`src/hdl/rgbc_pkg.sv`:
```
// Shared types and constants for the RGB 3x3 convolution block.
// No dependencies; imported by every module under hdl/.
`timescale 1ns / 1ps

package rgbc_pkg;

  localparam int CHAN_W     = 8;
  localparam int PIX_W      = 3 * CHAN_W;
  localparam int ROW_W      = 12;
  localparam int HGT_W      = 13;
  localparam int WID_W      = 11;
  localparam int COEF_W     = 8;
  localparam int TAP_SUM_W  = CHAN_W + 2;
  localparam int PROD_W     = COEF_W + TAP_SUM_W + 1;
  localparam int ACC_W      = PROD_W + 2;
  localparam int MAX_HEIGHT = 4096;
  localparam int CFG_IDX_W  = 3;
  localparam int CFG_DATA_W = 13;
  localparam int CHAN_MAX   = 255;

  localparam logic [WID_W-1:0]  WIDTH_RST  = 11'd640;
  localparam logic [HGT_W-1:0]  HEIGHT_RST = 13'd480;
  localparam logic [COEF_W-1:0] CORNER_RST = 8'h00;
  localparam logic [COEF_W-1:0] EDGE_RST   = 8'hFF;
  localparam logic [COEF_W-1:0] CENTRE_RST = 8'd50;

  typedef logic [CHAN_W-1:0]        chan_t;
  typedef logic [PIX_W-1:0]         pixel_t;
  typedef logic signed [COEF_W-1:0] coef_t;
  typedef logic signed [PROD_W-1:0] prod_t;
  typedef logic signed [ACC_W-1:0]  acc_t;

  typedef enum logic [CFG_IDX_W-1:0] {
    REG_IMAGE_WIDTH  = 3'd0,
    REG_IMAGE_HEIGHT = 3'd1,
    REG_CORNER_COEF  = 3'd2,
    REG_EDGE_COEF    = 3'd3,
    REG_CENTER_COEF  = 3'd4
  } reg_index_t;

  // Coefficient set handed to every channel lane
  typedef struct packed {
    coef_t corner;
    coef_t side;
    coef_t centre;
  } kernel_t;

endpackage

```
`src/hdl/rgbc_lane.sv`:
```
// One colour channel of the 3x3 kernel: tap sums, registered products, clamp.
// Uses rgbc_pkg.
`timescale 1ns / 1ps

module rgbc_lane
  import rgbc_pkg::*;
(
  input  logic               clk,
  input  logic               load,
  input  chan_t [3:0]        corners,
  input  chan_t [3:0]        edges,
  input  chan_t              centre,
  input  kernel_t            kernel,
  output chan_t              result
);

  logic [TAP_SUM_W-1:0] corner_sum;
  logic [TAP_SUM_W-1:0] edge_sum;
  prod_t                corner_prod;
  prod_t                edge_prod;
  prod_t                centre_prod;
  acc_t                 total;

  always_comb begin
    corner_sum = TAP_SUM_W'(corners[0]) + TAP_SUM_W'(corners[1])
               + TAP_SUM_W'(corners[2]) + TAP_SUM_W'(corners[3]);
    edge_sum   = TAP_SUM_W'(edges[0]) + TAP_SUM_W'(edges[1])
               + TAP_SUM_W'(edges[2]) + TAP_SUM_W'(edges[3]);
  end

  always_ff @(posedge clk) begin
    if (load) begin
      corner_prod <= kernel.corner * $signed({1'b0, corner_sum});
      edge_prod   <= kernel.side * $signed({1'b0, edge_sum});
      centre_prod <= kernel.centre * $signed({3'b000, centre});
    end
  end

  always_comb begin
    total = ACC_W'(corner_prod) + ACC_W'(edge_prod) + ACC_W'(centre_prod);
    if (total < 0) begin
      result = '0;
    end else if (total > ACC_W'(CHAN_MAX)) begin
      result = chan_t'(CHAN_MAX);
    end else begin
      result = total[CHAN_W-1:0];
    end
  end

endmodule
```
`config.mk`:
```
export PLATFORM = sky130hd
export DESIGN_NAME = rgbc_lane
export DESIGN_NICKNAME = d
export VERILOG_FILES = /design/src/hdl/rgbc_pkg.sv /design/src/hdl/rgbc_lane.sv
export SDC_FILE = /design/constraint.sdc
export NUM_CORES = 1
export LEC_CHECK = 0
export ABC_AREA = 1
export BUFFER_PORTS_ARGS = -buffer_cell sky130_fd_sc_hd__buf_2
export CAP_MARGIN = 20
export CORE_MARGIN = 2
export CORE_UTILIZATION = 55
export DETAILED_ROUTE_END_ITERATION = 7
export PLACE_DENSITY_LB_ADDON = 0.3
export REMOVE_ABC_BUFFERS = 1
export SLEW_MARGIN = 20
export SYNTH_ARGS = -nofsm -noshare
export SYNTH_HDL_FRONTEND = slang
export SYNTH_SLANG_ARGS = --single-unit
```
`constraint.sdc`:
```
create_clock -name clk -period 19.4 [get_ports clk]
set_input_delay 3.88 -clock clk [delete_from_list [all_inputs] [get_ports clk]]
set_output_delay 3.88 -clock clk [all_outputs]
set_load 0.005 [all_outputs]
```
## Word level (Yosys, flattened, before mapping)

Index checks and enable logic that the tools add are counted.
Widths: inputs -> output; s select.

- Bits of input ports: 98
- Bits in registers: 55
- Output and inout bits: 8
- Logic and storage cells: 18

- $add $sub $neg: 8
- Muxes and demuxes: 2
- Magnitude comparators: 2
- $mul: 3

Operator list:

| cell | count |
|---|---|
| $mul 8x11->19 | 2 |
| $add 20x17->21 | 1 |
| $gt 21x9->1 const B | 1 |
| $lt 21x1->1 const B | 1 |
| $add 10x8->10 | 2 |
| $add 19x19->20 | 1 |
| $add 9x8->10 | 2 |
| $add 8x8->9 | 2 |
| $mul 8x9->17 | 1 |
| $mux 8 | 2 |

## Longest topological paths before layout

Gate-level depths: netlist of run 1.

- Depth in word-level cells: 5
- Mapped depth: 30
- Depth with buffers taken out: 30

## Worst setup path after synthesis of run 1

OpenSTA, ideal clock, no wires.

- Path kind: input -> register
- From: in corners[1] in the netlist's numbering
- To: reg corner_prod[16] (data pin)
- Stages: 30
- Buffers on the path: 0
- Setup slack: 9167 ps
- Arrival time: 9968 ps
- Library setup time: 265 ps
- Required time: 19135 ps
- Cells stage by stage: inv_1 > fa_1 > fa_1 > inv_1 > ha_1 > fa_1 > nand3_1 > and2_1 > inv_1 > nand2_1 > nand2_1 > a21oi_1 > xor2_1 > inv_1 > nand2_1 > fa_1 > fa_1 > inv_1 > fa_1 > inv_1 > fa_1 > inv_1 > ha_1 > a21oi_1 > o21ai_2 > a21oi_1 > o21ai_1 > a21boi_1 > o21ai_0 > xor2_1

- Word-level cells in the longest chain between the ends: 4

Ends and longest elaborated chain:

| what | RTL line | source |
|---|---|---|
| start: declaration | rgbc_lane.sv:10 | `input chan_t [3:0] corners,` |
| $add 8x8->9 | rgbc_lane.sv:25 | `corner_sum = TAP_SUM_W'(corners[0]) + TAP_SUM_W'(corners[1])` |
| $add 9x8->10 | rgbc_lane.sv:26 | `+ TAP_SUM_W'(corners[2]) + TAP_SUM_W'(corners[3]);` |
| $add 10x8->10 | rgbc_lane.sv:26 |  |
| $mul 8x11->19 | rgbc_lane.sv:33 | `corner_prod <= kernel.corner * $signed({1'b0, corner_sum});` |
| end signal: assignment | rgbc_lane.sv:33 |  |
| end: declaration | rgbc_lane.sv:19 | `prod_t corner_prod;` |

Every way passes these cells.
A chain may end at the register's enable or synchronous reset.

## Final worst setup path of run 1

- From: in edges[1] in the netlist's numbering
- To: reg edge_prod[16] (data pin)

- Word-level cells in the longest chain between the ends: 4

Ends and longest elaborated chain:

| what | RTL line | source |
|---|---|---|
| start: declaration | rgbc_lane.sv:11 | `input chan_t [3:0] edges,` |
| $add 8x8->9 | rgbc_lane.sv:27 | `edge_sum = TAP_SUM_W'(edges[0]) + TAP_SUM_W'(edges[1])` |
| $add 9x8->10 | rgbc_lane.sv:28 | `+ TAP_SUM_W'(edges[2]) + TAP_SUM_W'(edges[3]);` |
| $add 10x8->10 | rgbc_lane.sv:28 |  |
| $mul 8x11->19 | rgbc_lane.sv:34 | `edge_prod <= kernel.side * $signed({1'b0, edge_sum});` |
| end signal: assignment | rgbc_lane.sv:34 |  |
| end: declaration | rgbc_lane.sv:20 | `prod_t edge_prod;` |

Every way passes these cells.

==> results of run 1 <==
logic make-up (layout without fill, tap and decap cells):
logic type,count (synthesis),after routing
DFF,55,55
xor gates and xnor gates,54,54
adders and majority gates,361,361
buffers and inverters,428,521
and+or+nand+nor,474,474
AOI/OAI and AO/OA,124,124
per-stage QoR:
| step | instances | area, sq um | setup WS, ns | utilization | hold slack (ns) |
|---|---|---|---|---|---|
| 6_report | 1869 | 13270 | 8.750 | 0.6063 | 3.938 |
| 4_1_cts | 1869 | 13270 | 8.793 | 0.6063 | 3.932 |
| 3_3_place_gp | 1861 | 13120 | 8.674 | 0.5995 | 4.247 |
| 5_1_grt | 1869 | 13270 | 8.311 | 0.6063 | 3.968 |
| 2_1_floorplan | 1475 | 12240 | 9.167 | - | 3.993 |
| 3_5_place_dp | 1861 | 13120 | 8.510 | 0.5995 | 4.235 |
worst max-delay path: cells and delay by family:
kind / cells / cell delay, ns
buffers and inverters: 8 / 0.56
AOI/OAI and AO/OA: 8 / 1.51
xor gates and xnor gates: 2 / 0.61
and+or+nand+nor: 3 / 0.30
adders and majority gates: 9 / 3.84
placed cells by master, fill, tap and decap left out, drive strengths merged:
cell type	instances
inv	406
nand2	283
fa	187
ha	174
nor2	125
buf	106
a21oi	74
edfxtp	55
xor2	34
nand3	32
o21ai	31
xnor2	20
or2	10
nor3	8
nand4	8
nand3b	5
clkbuf	5
o31ai	4
a21o	4
clkinv	4
a21boi	4
and2	3
a31oi	2
o2111ai	2
o21a	1
o221ai	1
o21bai	1
worst paths after layout:
check | end | start | slack (ns)
setup / recovery | edge_prod[16] | edges[1] | 8.75
hold / removal | edge_prod[0] | kernel[8] | 3.94
sequential cells by signal (all words and copies together) (netlist names):
register	flops
centre_prod	17
corner_prod	19
edge_prod	19
per-layer routing:
layer  track usage  up-vias  routed length (um)
met5             0        -                   0
met4       0.03495        0                 359
met3       0.02649       25                1457
met2        0.3613      262               11520
met1        0.3192     4603               11210
li1              -     4696                   -
layout make-up:
| class | count | area, sq um |
|---|---|---|
| clock buffers | 5 | 125.1 |
| fillers | 1948 | 8618 |
| inverters | 407 | 1528 |
| clock inverters | 3 | 23.77 |
| multi-input cells | 1013 | 9061 |
| flip-flops and latches | 55 | 1652 |
| repair buffers | 106 | 533.0 |
| well taps | 280 | 350.3 |
==> run summary, run 1 <==
==========================================================================================
Initial DRC count                                                                      565
HPWL reported at the end of detailed placement                                    21720 um
Final cycle utilization of the critical path                                        0.5490
DRT antenna net count                                                                    0
Required time at the worst-slack endpoint                                         19.44 ns
Post-DR wirelength/cell                                                           13.13 um
Hold Vio Cnt, Final                                                                      0
Parity-gate share of the synthesized area counting xor and xnor cells              0.04022
Slew of the pin with the lowest slew margin                                      0.7065 ns
Rel. slew slack                                                                     0.5290
Setup Total Neg Slack                                                                 0 ns
Run status                                                                       completed
Share of post-route cells with drive strength above 1                              0.09503
Post-CTS Setup Bufs                                                                      0
Library cell used as clock root buffer                                        sky130_fd_sc_hd__clkbuf_16
Post-synthesis compound-gate area fraction                                         0.05677
Cell with the most instances after synthesis                                  sky130_fd_sc_hd__inv_1
Routed via count divided by cell count                                               5.129
Gp weighted congestion                                                              0.9233
Vias in the first global route                                                        9529
Clock tree from TritonCTS                                                              yes
Buffers from clock root to sink, at most                                                 2
Crit path max-delay cell type                                                 sky130_fd_sc_hd__fa_1
CP Data Arrival Time                                                              10.69 ns
Die area                                                                       23610 sq um
Post-Synth Adder-Cell Area                                                          0.4806
Average footprint of a synthesized cell                                        8.235 sq um
Fraction of the yosys area taken by sequential cells                                0.1341
Library cell with the largest summed area after synthesis                     sky130_fd_sc_hd__fa_1
HP Class                                                                      input port to register
Post-synthesis instance total                                                         1496
Overall via count from detail_route                                                   9586
Async set-or-reset flop fraction in the synthesized netlist                              0
Most area-consuming cells after synthesis                                     sky130_fd_sc_hd__fa_1 (30%), sky130_fd_sc_hd__ha_1 (18%), sky130_fd_sc_hd__edfxtp_1 (13%), sky130_fd_sc_hd__inv_1 (12%), sky130_fd_sc_hd__nand2_1 (8.5%)
Max-slew violation count                                                                 0
Period minus WS final                                                             10.65 ns
Core footprint                                                                 21890 sq um
CTS Sinks                                                                               55
Post-synthesis cell type count                                                          39
I/O pin cnt                                                                            106
Yosys warnings                                                                           0
Total of hold buffers inserted after clock tree synthesis                                0
Max-Cap Viols                                                                            0
Syn-to-layout area delta                                                            7.739%
Pin count of the biggest net entering global routing                                    56
Final Routed Wirelength                                                           24540 um
Startpoint-to-endpoint class of the critical path                             input port to register
Global-route wire length before repair                                            43340 um
Count of port buffers added during placement                                           105
Leading register cell type out of synthesis                                   sky130_fd_sc_hd__edfxtp_1
Critical Path Source Type                                                       input port
Setup repair after global routing missed its margin                                     no
Area fraction of the dominant cell type after synthesis                             0.3039
EDFF count, synth                                                                       55
Dominant combinational cell family by area after synthesis                     adder cells
Fmax achieved                                                                    93.90 MHz
Resized cells post-CTS                                                                   0
Combined area of all synthesized cells                                         12320 sq um
Clock edge transition at the registers on the reported setup and hold paths        0.07 ns
Nets                                                                                  2047
Router iterations before antenna repair                                                  7
Horiz. Die Dim                                                                    153.7 um
DRC violation count after routing                                                        0
Antenna Cells                                                                            0
Maximum fanout along the worst path                                                      7
Delay of the slowest critical-path stage                                           0.53 ns
Number of H-tree levels                                                                  2
Commonest cells in the synthesized netlist                                    sky130_fd_sc_hd__inv_1 (400), sky130_fd_sc_hd__nand2_1 (280), sky130_fd_sc_hd__fa_1 (187)
Post-synthesis sequential element count                                                 55
Number of buffers created by CTS                                                         5
Effective utilization at floorplan                                                  0.5628
Final number of setup-violating endpoints                                                0
Aggregate global-route resource usage                                               0.2191
Die Height                                                                        153.7 um
Share of cell area taken by muxes after synthesis                                        0
Aggregate global routing overflow                                                        0
Total number of placement rows                                                          54
Synthesized-area fraction occupied by and/or/nand/nor cells                         0.1579
Critical Path Sink Type                                                           register
Number of cells on the worst hold path                                                   3
Antenna violations before repair                                                         0
==========================================================================================
Power of run 1 is not shown: default switching activity piles up to over one toggle a cycle in this logic, so the estimate is an artifact.
==> inputs of run 2 (changes only) <==
==> constraint.sdc (replaced) <==
create_clock -name clk -period 10.97 [get_ports clk]
set_input_delay 2.194 -clock clk [delete_from_list [all_inputs] [get_ports clk]]
set_output_delay 2.194 -clock clk [all_outputs]
set_load 0.005 [all_outputs]
==> run 2 against run 1 <==
Non-clock buffer count is the same. Setup slack lost 6.7 ns. Critical path type unchanged. Critical endpoint is now corner_prod[16]. Count of clock-buffer cells in the layout unchanged. Via count is 0.38% lower. Routed wire length decreased by 0.24%. Sequential share of layout area unchanged. Global-route usage hardly changed. Critical path depth increased by 1.
==> run summary, run 2 (synthesis results as in run 1) <==
==========================================================================================
Critical path buffer and inverter count                                                  8   unchanged
Aggregate global-route resource usage                                               0.2193   about the same
Critical Path Source Type                                                       input port
Setup repair after global routing missed its margin                                     no
Fmax achieved                                                                    111.6 MHz
Final cycle utilization of the critical path                                        0.8171
Antenna violations before repair                                                         0   unchanged
Max-slew violation count                                                                 0   unchanged
Commonest non-fill, non-tap cell in the layout                                sky130_fd_sc_hd__inv_1
Resized cells post-CTS                                                                   0   unchanged
Crit path max-delay cell type                                                 sky130_fd_sc_hd__fa_1
Overall via count from detail_route                                                   9550   -0.38%
Number of buffers created by CTS                                                         5   unchanged
Gp weighted congestion                                                              0.9233   unchanged
Count of port buffers added during placement                                           105   unchanged
Buffers from clock root to sink, at most                                                 2   unchanged
Startpoint-to-endpoint class of the critical path                             input port to register
Run status                                                                       completed
Slew of the pin with the lowest slew margin                                      0.7047 ns   -0.001796 ns
Antenna Cells                                                                            0   unchanged
Worst-case setup slack after placement                                            1.698 ns   -6.812 ns
Final worst setup slack                                                           2.006 ns   -6.744 ns
HPWL reported at the end of detailed placement                                    21790 um   +0.33%
Vias in the first global route                                                        9666   +1.4%
Initial DRC count                                                                      512   -9.4%
Max-Cap Viols                                                                            0   unchanged
Final number of setup-violating endpoints                                                0   unchanged
Clock tree from TritonCTS                                                              yes
Syn-to-layout area delta                                                            7.739%   unchanged
Largest registers                                                             corner_prod x19, edge_prod x19, centre_prod x17
Routed via count divided by cell count                                               5.110   -0.38%
Required time at the worst-slack endpoint                                         11.01 ns   -8.43 ns
Horiz. Die Dim                                                                    153.7 um   unchanged
Rel. slew slack                                                                     0.5302   +0.001197
Effective utilization at floorplan                                                  0.5628   unchanged
CTS Sinks                                                                               55   unchanged
Period minus WS final                                                             8.964 ns
Core footprint                                                                 21890 sq um   unchanged
DRT antenna net count                                                                    0   unchanged
I/O pin cnt                                                                            106   unchanged
Total number of placement rows                                                          54   unchanged
Library cell used as clock root buffer                                        sky130_fd_sc_hd__clkbuf_16
Die area                                                                       23610 sq um   unchanged
Global-route wire length before repair                                            43580 um   +0.56%
Number of H-tree levels                                                                  2   unchanged
Hold Vio Cnt, Final                                                                      0   unchanged
Die Height                                                                        153.7 um   unchanged
Aggregate global routing overflow                                                        0   unchanged
Pin count of the biggest net entering global routing                                    56   unchanged
Post-layout instance count excluding filler cells                                     1869   unchanged
Setup Total Neg Slack                                                                 0 ns   unchanged
Delay of the slowest critical-path stage                                           0.53 ns   about the same
Critical Path Sink Type                                                           register
Largest delay share family, worst path                                         adder cells
Hold Worst Slack                                                                  2.251 ns   -1.687 ns
DRC violation count after routing                                                        0   unchanged
Highest-count cells in the layout ignoring fill and taps                      sky130_fd_sc_hd__inv_1 (400), sky130_fd_sc_hd__nand2_1 (280), sky130_fd_sc_hd__fa_1 (187), sky130_fd_sc_hd__ha_1 (174), sky130_fd_sc_hd__nor2_1 (121)
HP Class                                                                      input port to register
CP Data Arrival Time                                                               9.01 ns   -1.68 ns
Final Routed Wirelength                                                           24480 um   -0.24%
Post-CTS Setup Bufs                                                                      0   unchanged
Total of hold buffers inserted after clock tree synthesis                                0   unchanged
Share of post-route cells with drive strength above 1                              0.09503   unchanged
Post-DR wirelength/cell                                                           13.10 um   -0.24%
Nets                                                                                  2047   unchanged
Maximum fanout along the worst path                                                      7   unchanged
Clock edge transition at the registers on the reported setup and hold paths        0.07 ns   about the same
Router iterations before antenna repair                                                  5   -2
Inst Count DP                                                                         1861   unchanged
==========================================================================================
run 2: cell counts in the layout (fill, tap and decap cells not counted):
Identical to the previous run, type by type.
run 2: per-layer routing:
layer / part of all wire / vias to the layer above / GRT usage
met4: 0.0093 / 0 / 0.03014
met3: 0.060 / 20 / 0.02762
met1: 0.46 / 4592 / 0.3208
met2: 0.47 / 239 / 0.3615
met5: 0 / - / 0
li1: - / 4699 / -
run 2: worst min-delay path, cell delays in order:
cell and delay (ns):
sky130_fd_sc_hd__buf_2 0.13, sky130_fd_sc_hd__nand2_1 0.07, sky130_fd_sc_hd__inv_1 0.05
run 2: final timing paths:
path	cells past startpoint	endpoint	start	slack (ns)
max	31	corner_prod[16]	corners[1]	2.01
min	3	edge_prod[0]	kernel[8]	2.25
run 2: layout make-up:
class                      instances  area [sq um]
inverter                         407          1528
clock inverter                     3         23.77
fill                            1968          8618
timing repair buffer             106         533.0
tap                              280         350.3
multi-input combinational       1013          9061
clock buffer                       5         125.1
sequential                        55          1652
run 2: per-stage QoR:
stage	utilization	instance area, sq um
after global routing	0.6063	13270
after CTS	0.6063	13270
after global placement	0.5995	13120
after detailed placement	0.5995	13120
after floorplan	-	12240
final	0.6063	13270
Power of run 2 is left out for the same reason.
==> inputs of run 3 (changes only) <==
==> constraint.sdc (replaced) <==
create_clock -name clk -period 8.2 [get_ports clk]
set_input_delay 1.64 -clock clk [delete_from_list [all_inputs] [get_ports clk]]
set_output_delay 1.64 -clock clk [all_outputs]
set_load 0.005 [all_outputs]
==> run 3 against run 2 <==
Count of clock-buffer cells in the layout unchanged. Sequential cell count stayed put. Core utilization up 0.67 points. Via count rose by 0.19%. Largest cell class unchanged. Non-clock buffer count increased by 14. Critical path depth unchanged. Worst hold slack lost 0.56 ns. Cell count rose by 0.75%.
==> run summary, run 3 (synthesis results as in run 1) <==
==========================================================================================
Max-slew violation count                                                                 0   unchanged
Effective utilization at floorplan                                                  0.5628   unchanged
Startpoint-to-endpoint class of the critical path                             input port to register
Rel. slew slack                                                                     0.5152   -0.01497
Highest-count cells in the layout ignoring fill and taps                      sky130_fd_sc_hd__inv_1 (400), sky130_fd_sc_hd__nand2_1 (280), sky130_fd_sc_hd__fa_1 (187), sky130_fd_sc_hd__ha_1 (174), sky130_fd_sc_hd__nor2_1 (121)
Syn-to-layout area delta                                                            8.927%
DRT antenna net count                                                                    0   unchanged
Router iterations before antenna repair                                                  5   unchanged
CP endpoint                                                                   corner_prod[16]
Global-route wire length before repair                                            44820 um   +2.8%
Fraction of the core area covered by cells at the end of the flow                   0.6130   +0.006687
Horiz. Die Dim                                                                    153.7 um   unchanged
Critical Path Source Type                                                       input port
Buffers from clock root to sink, at most                                                 2   unchanged
Overall via count from detail_route                                                   9568   +0.19%
Routed via count divided by cell count                                               5.081   -0.56%
HP Class                                                                      input port to register
Count of port buffers added during placement                                           105   unchanged
Die Height                                                                        153.7 um   unchanged
CTS Sinks                                                                               55   unchanged
Die area                                                                       23610 sq um   unchanged
Hold Worst Slack                                                                  1.689 ns   -0.5627 ns
Period minus WS final                                                             7.841 ns
Antenna Cells                                                                            0   unchanged
Max-Cap Viols                                                                            0   unchanged
Maximum fanout along the worst path                                                      4   -3
Library cell used as clock root buffer                                        sky130_fd_sc_hd__clkbuf_16
Aggregate global-route resource usage                                               0.2305   +0.01126
Gp weighted congestion                                                              0.9220   -0.14%
Delay of the slowest critical-path stage                                           0.53 ns   about the same
Largest registers                                                             corner_prod x19, edge_prod x19, centre_prod x17
Final Routed Wirelength                                                           25730 um   +5.1%
Antenna violations before repair                                                         1   +1
Aggregate global routing overflow                                                        0   unchanged
Path length in cells of the critical path                                               31   unchanged
Post-DR wirelength/cell                                                           13.66 um   +4.3%
Total number of placement rows                                                          54   unchanged
Initial DRC count                                                                      584   +14%
Fmax achieved                                                                    127.5 MHz
DRC violation count after routing                                                        0   unchanged
Core footprint                                                                 21890 sq um   unchanged
HPWL reported at the end of detailed placement                                    22770 um   +4.5%
Hold Vio Cnt, Final                                                                      0   unchanged
Total of hold buffers inserted after clock tree synthesis                                0   unchanged
I/O pin cnt                                                                            106   unchanged
Critical path buffer and inverter count                                                  8   unchanged
Required time at the worst-slack endpoint                                          8.26 ns   -2.75 ns
Number of buffers created by CTS                                                         5   unchanged
Commonest non-fill, non-tap cell in the layout                                sky130_fd_sc_hd__inv_1
Pin count of the biggest net entering global routing                                    56   unchanged
Critical Path Sink Type                                                           register
CP Data Arrival Time                                                               7.90 ns   -1.11 ns
Vias in the first global route                                                        9801   +1.4%
First element of the critical path                                              corners[1]
Clock tree from TritonCTS                                                              yes
Crit path max-delay cell type                                                 sky130_fd_sc_hd__fa_1
Final number of setup-violating endpoints                                                0   unchanged
Run status                                                                       completed
Clock edge transition at the registers on the reported setup and hold paths        0.07 ns   about the same
Setup Total Neg Slack                                                                 0 ns   unchanged
Setup repair after global routing missed its margin                                     no
Slew of the pin with the lowest slew margin                                      0.7272 ns   +0.02246 ns
Number of H-tree levels                                                                  2   unchanged
Nets                                                                                  2061   +0.68%
Share of post-route cells with drive strength above 1                               0.1067   +0.01165
Largest delay share family, worst path                                         adder cells
Final cycle utilization of the critical path                                        0.9563
==========================================================================================
run 3: metal layers:
layer / up-vias / wire, um / track usage
li1: 4729 / - / -
met1: 4592 / 11690 / 0.3227
met2: 225 / 12230 / 0.3911
met3: 22 / 1523 / 0.03129
met4: 0 / 288 / 0.03932
met5: - / 0 / 0
run 3: worst min-delay path by stage:
| stage | startpoint | to | slack (ns) | cells past startpoint |
|---|---|---|---|---|
| after floorplan | load | centre_prod[0] | 1.75 | 0 |
| after global placement | kernel[8] | edge_prod[0] | 1.99 | 3 |
| after detailed placement | kernel[8] | edge_prod[0] | 1.99 | 3 |
| after CTS | kernel[8] | edge_prod[0] | 1.68 | 3 |
| after global routing | kernel[8] | edge_prod[0] | 1.71 | 3 |
| final | kernel[8] | edge_prod[0] | 1.69 | 3 |
run 3: what timing repair did:
item                                   in CTS  in global routing
setup endpoints to repair                   0                  7
buffers inserted                            0                  1
gates resized for setup                     0                  8
endpoints found under the hold margin       0                  0
run 3: cell type report:
type,instances,area [sq um]
clock buffer,5,125.1
multi-input combinational,1013,9084
inverter,407,1528
tap,280,350.3
fill,1995,8472
sequential,55,1652
clock inverter,3,42.54
timing repair buffer,120,638.1
run 3: stage by stage:
stage,instances,setup WS (ns),area [sq um]
floorplan,1475,0.2066,12240
global placement,1874,0.09908,13220
detailed placement,1874,-0.1151,13220
CTS,1882,0.1930,13390
global route,1883,0.01165,13420
finish,1883,0.3587,13420
Power of run 3 is left out for the same reason.
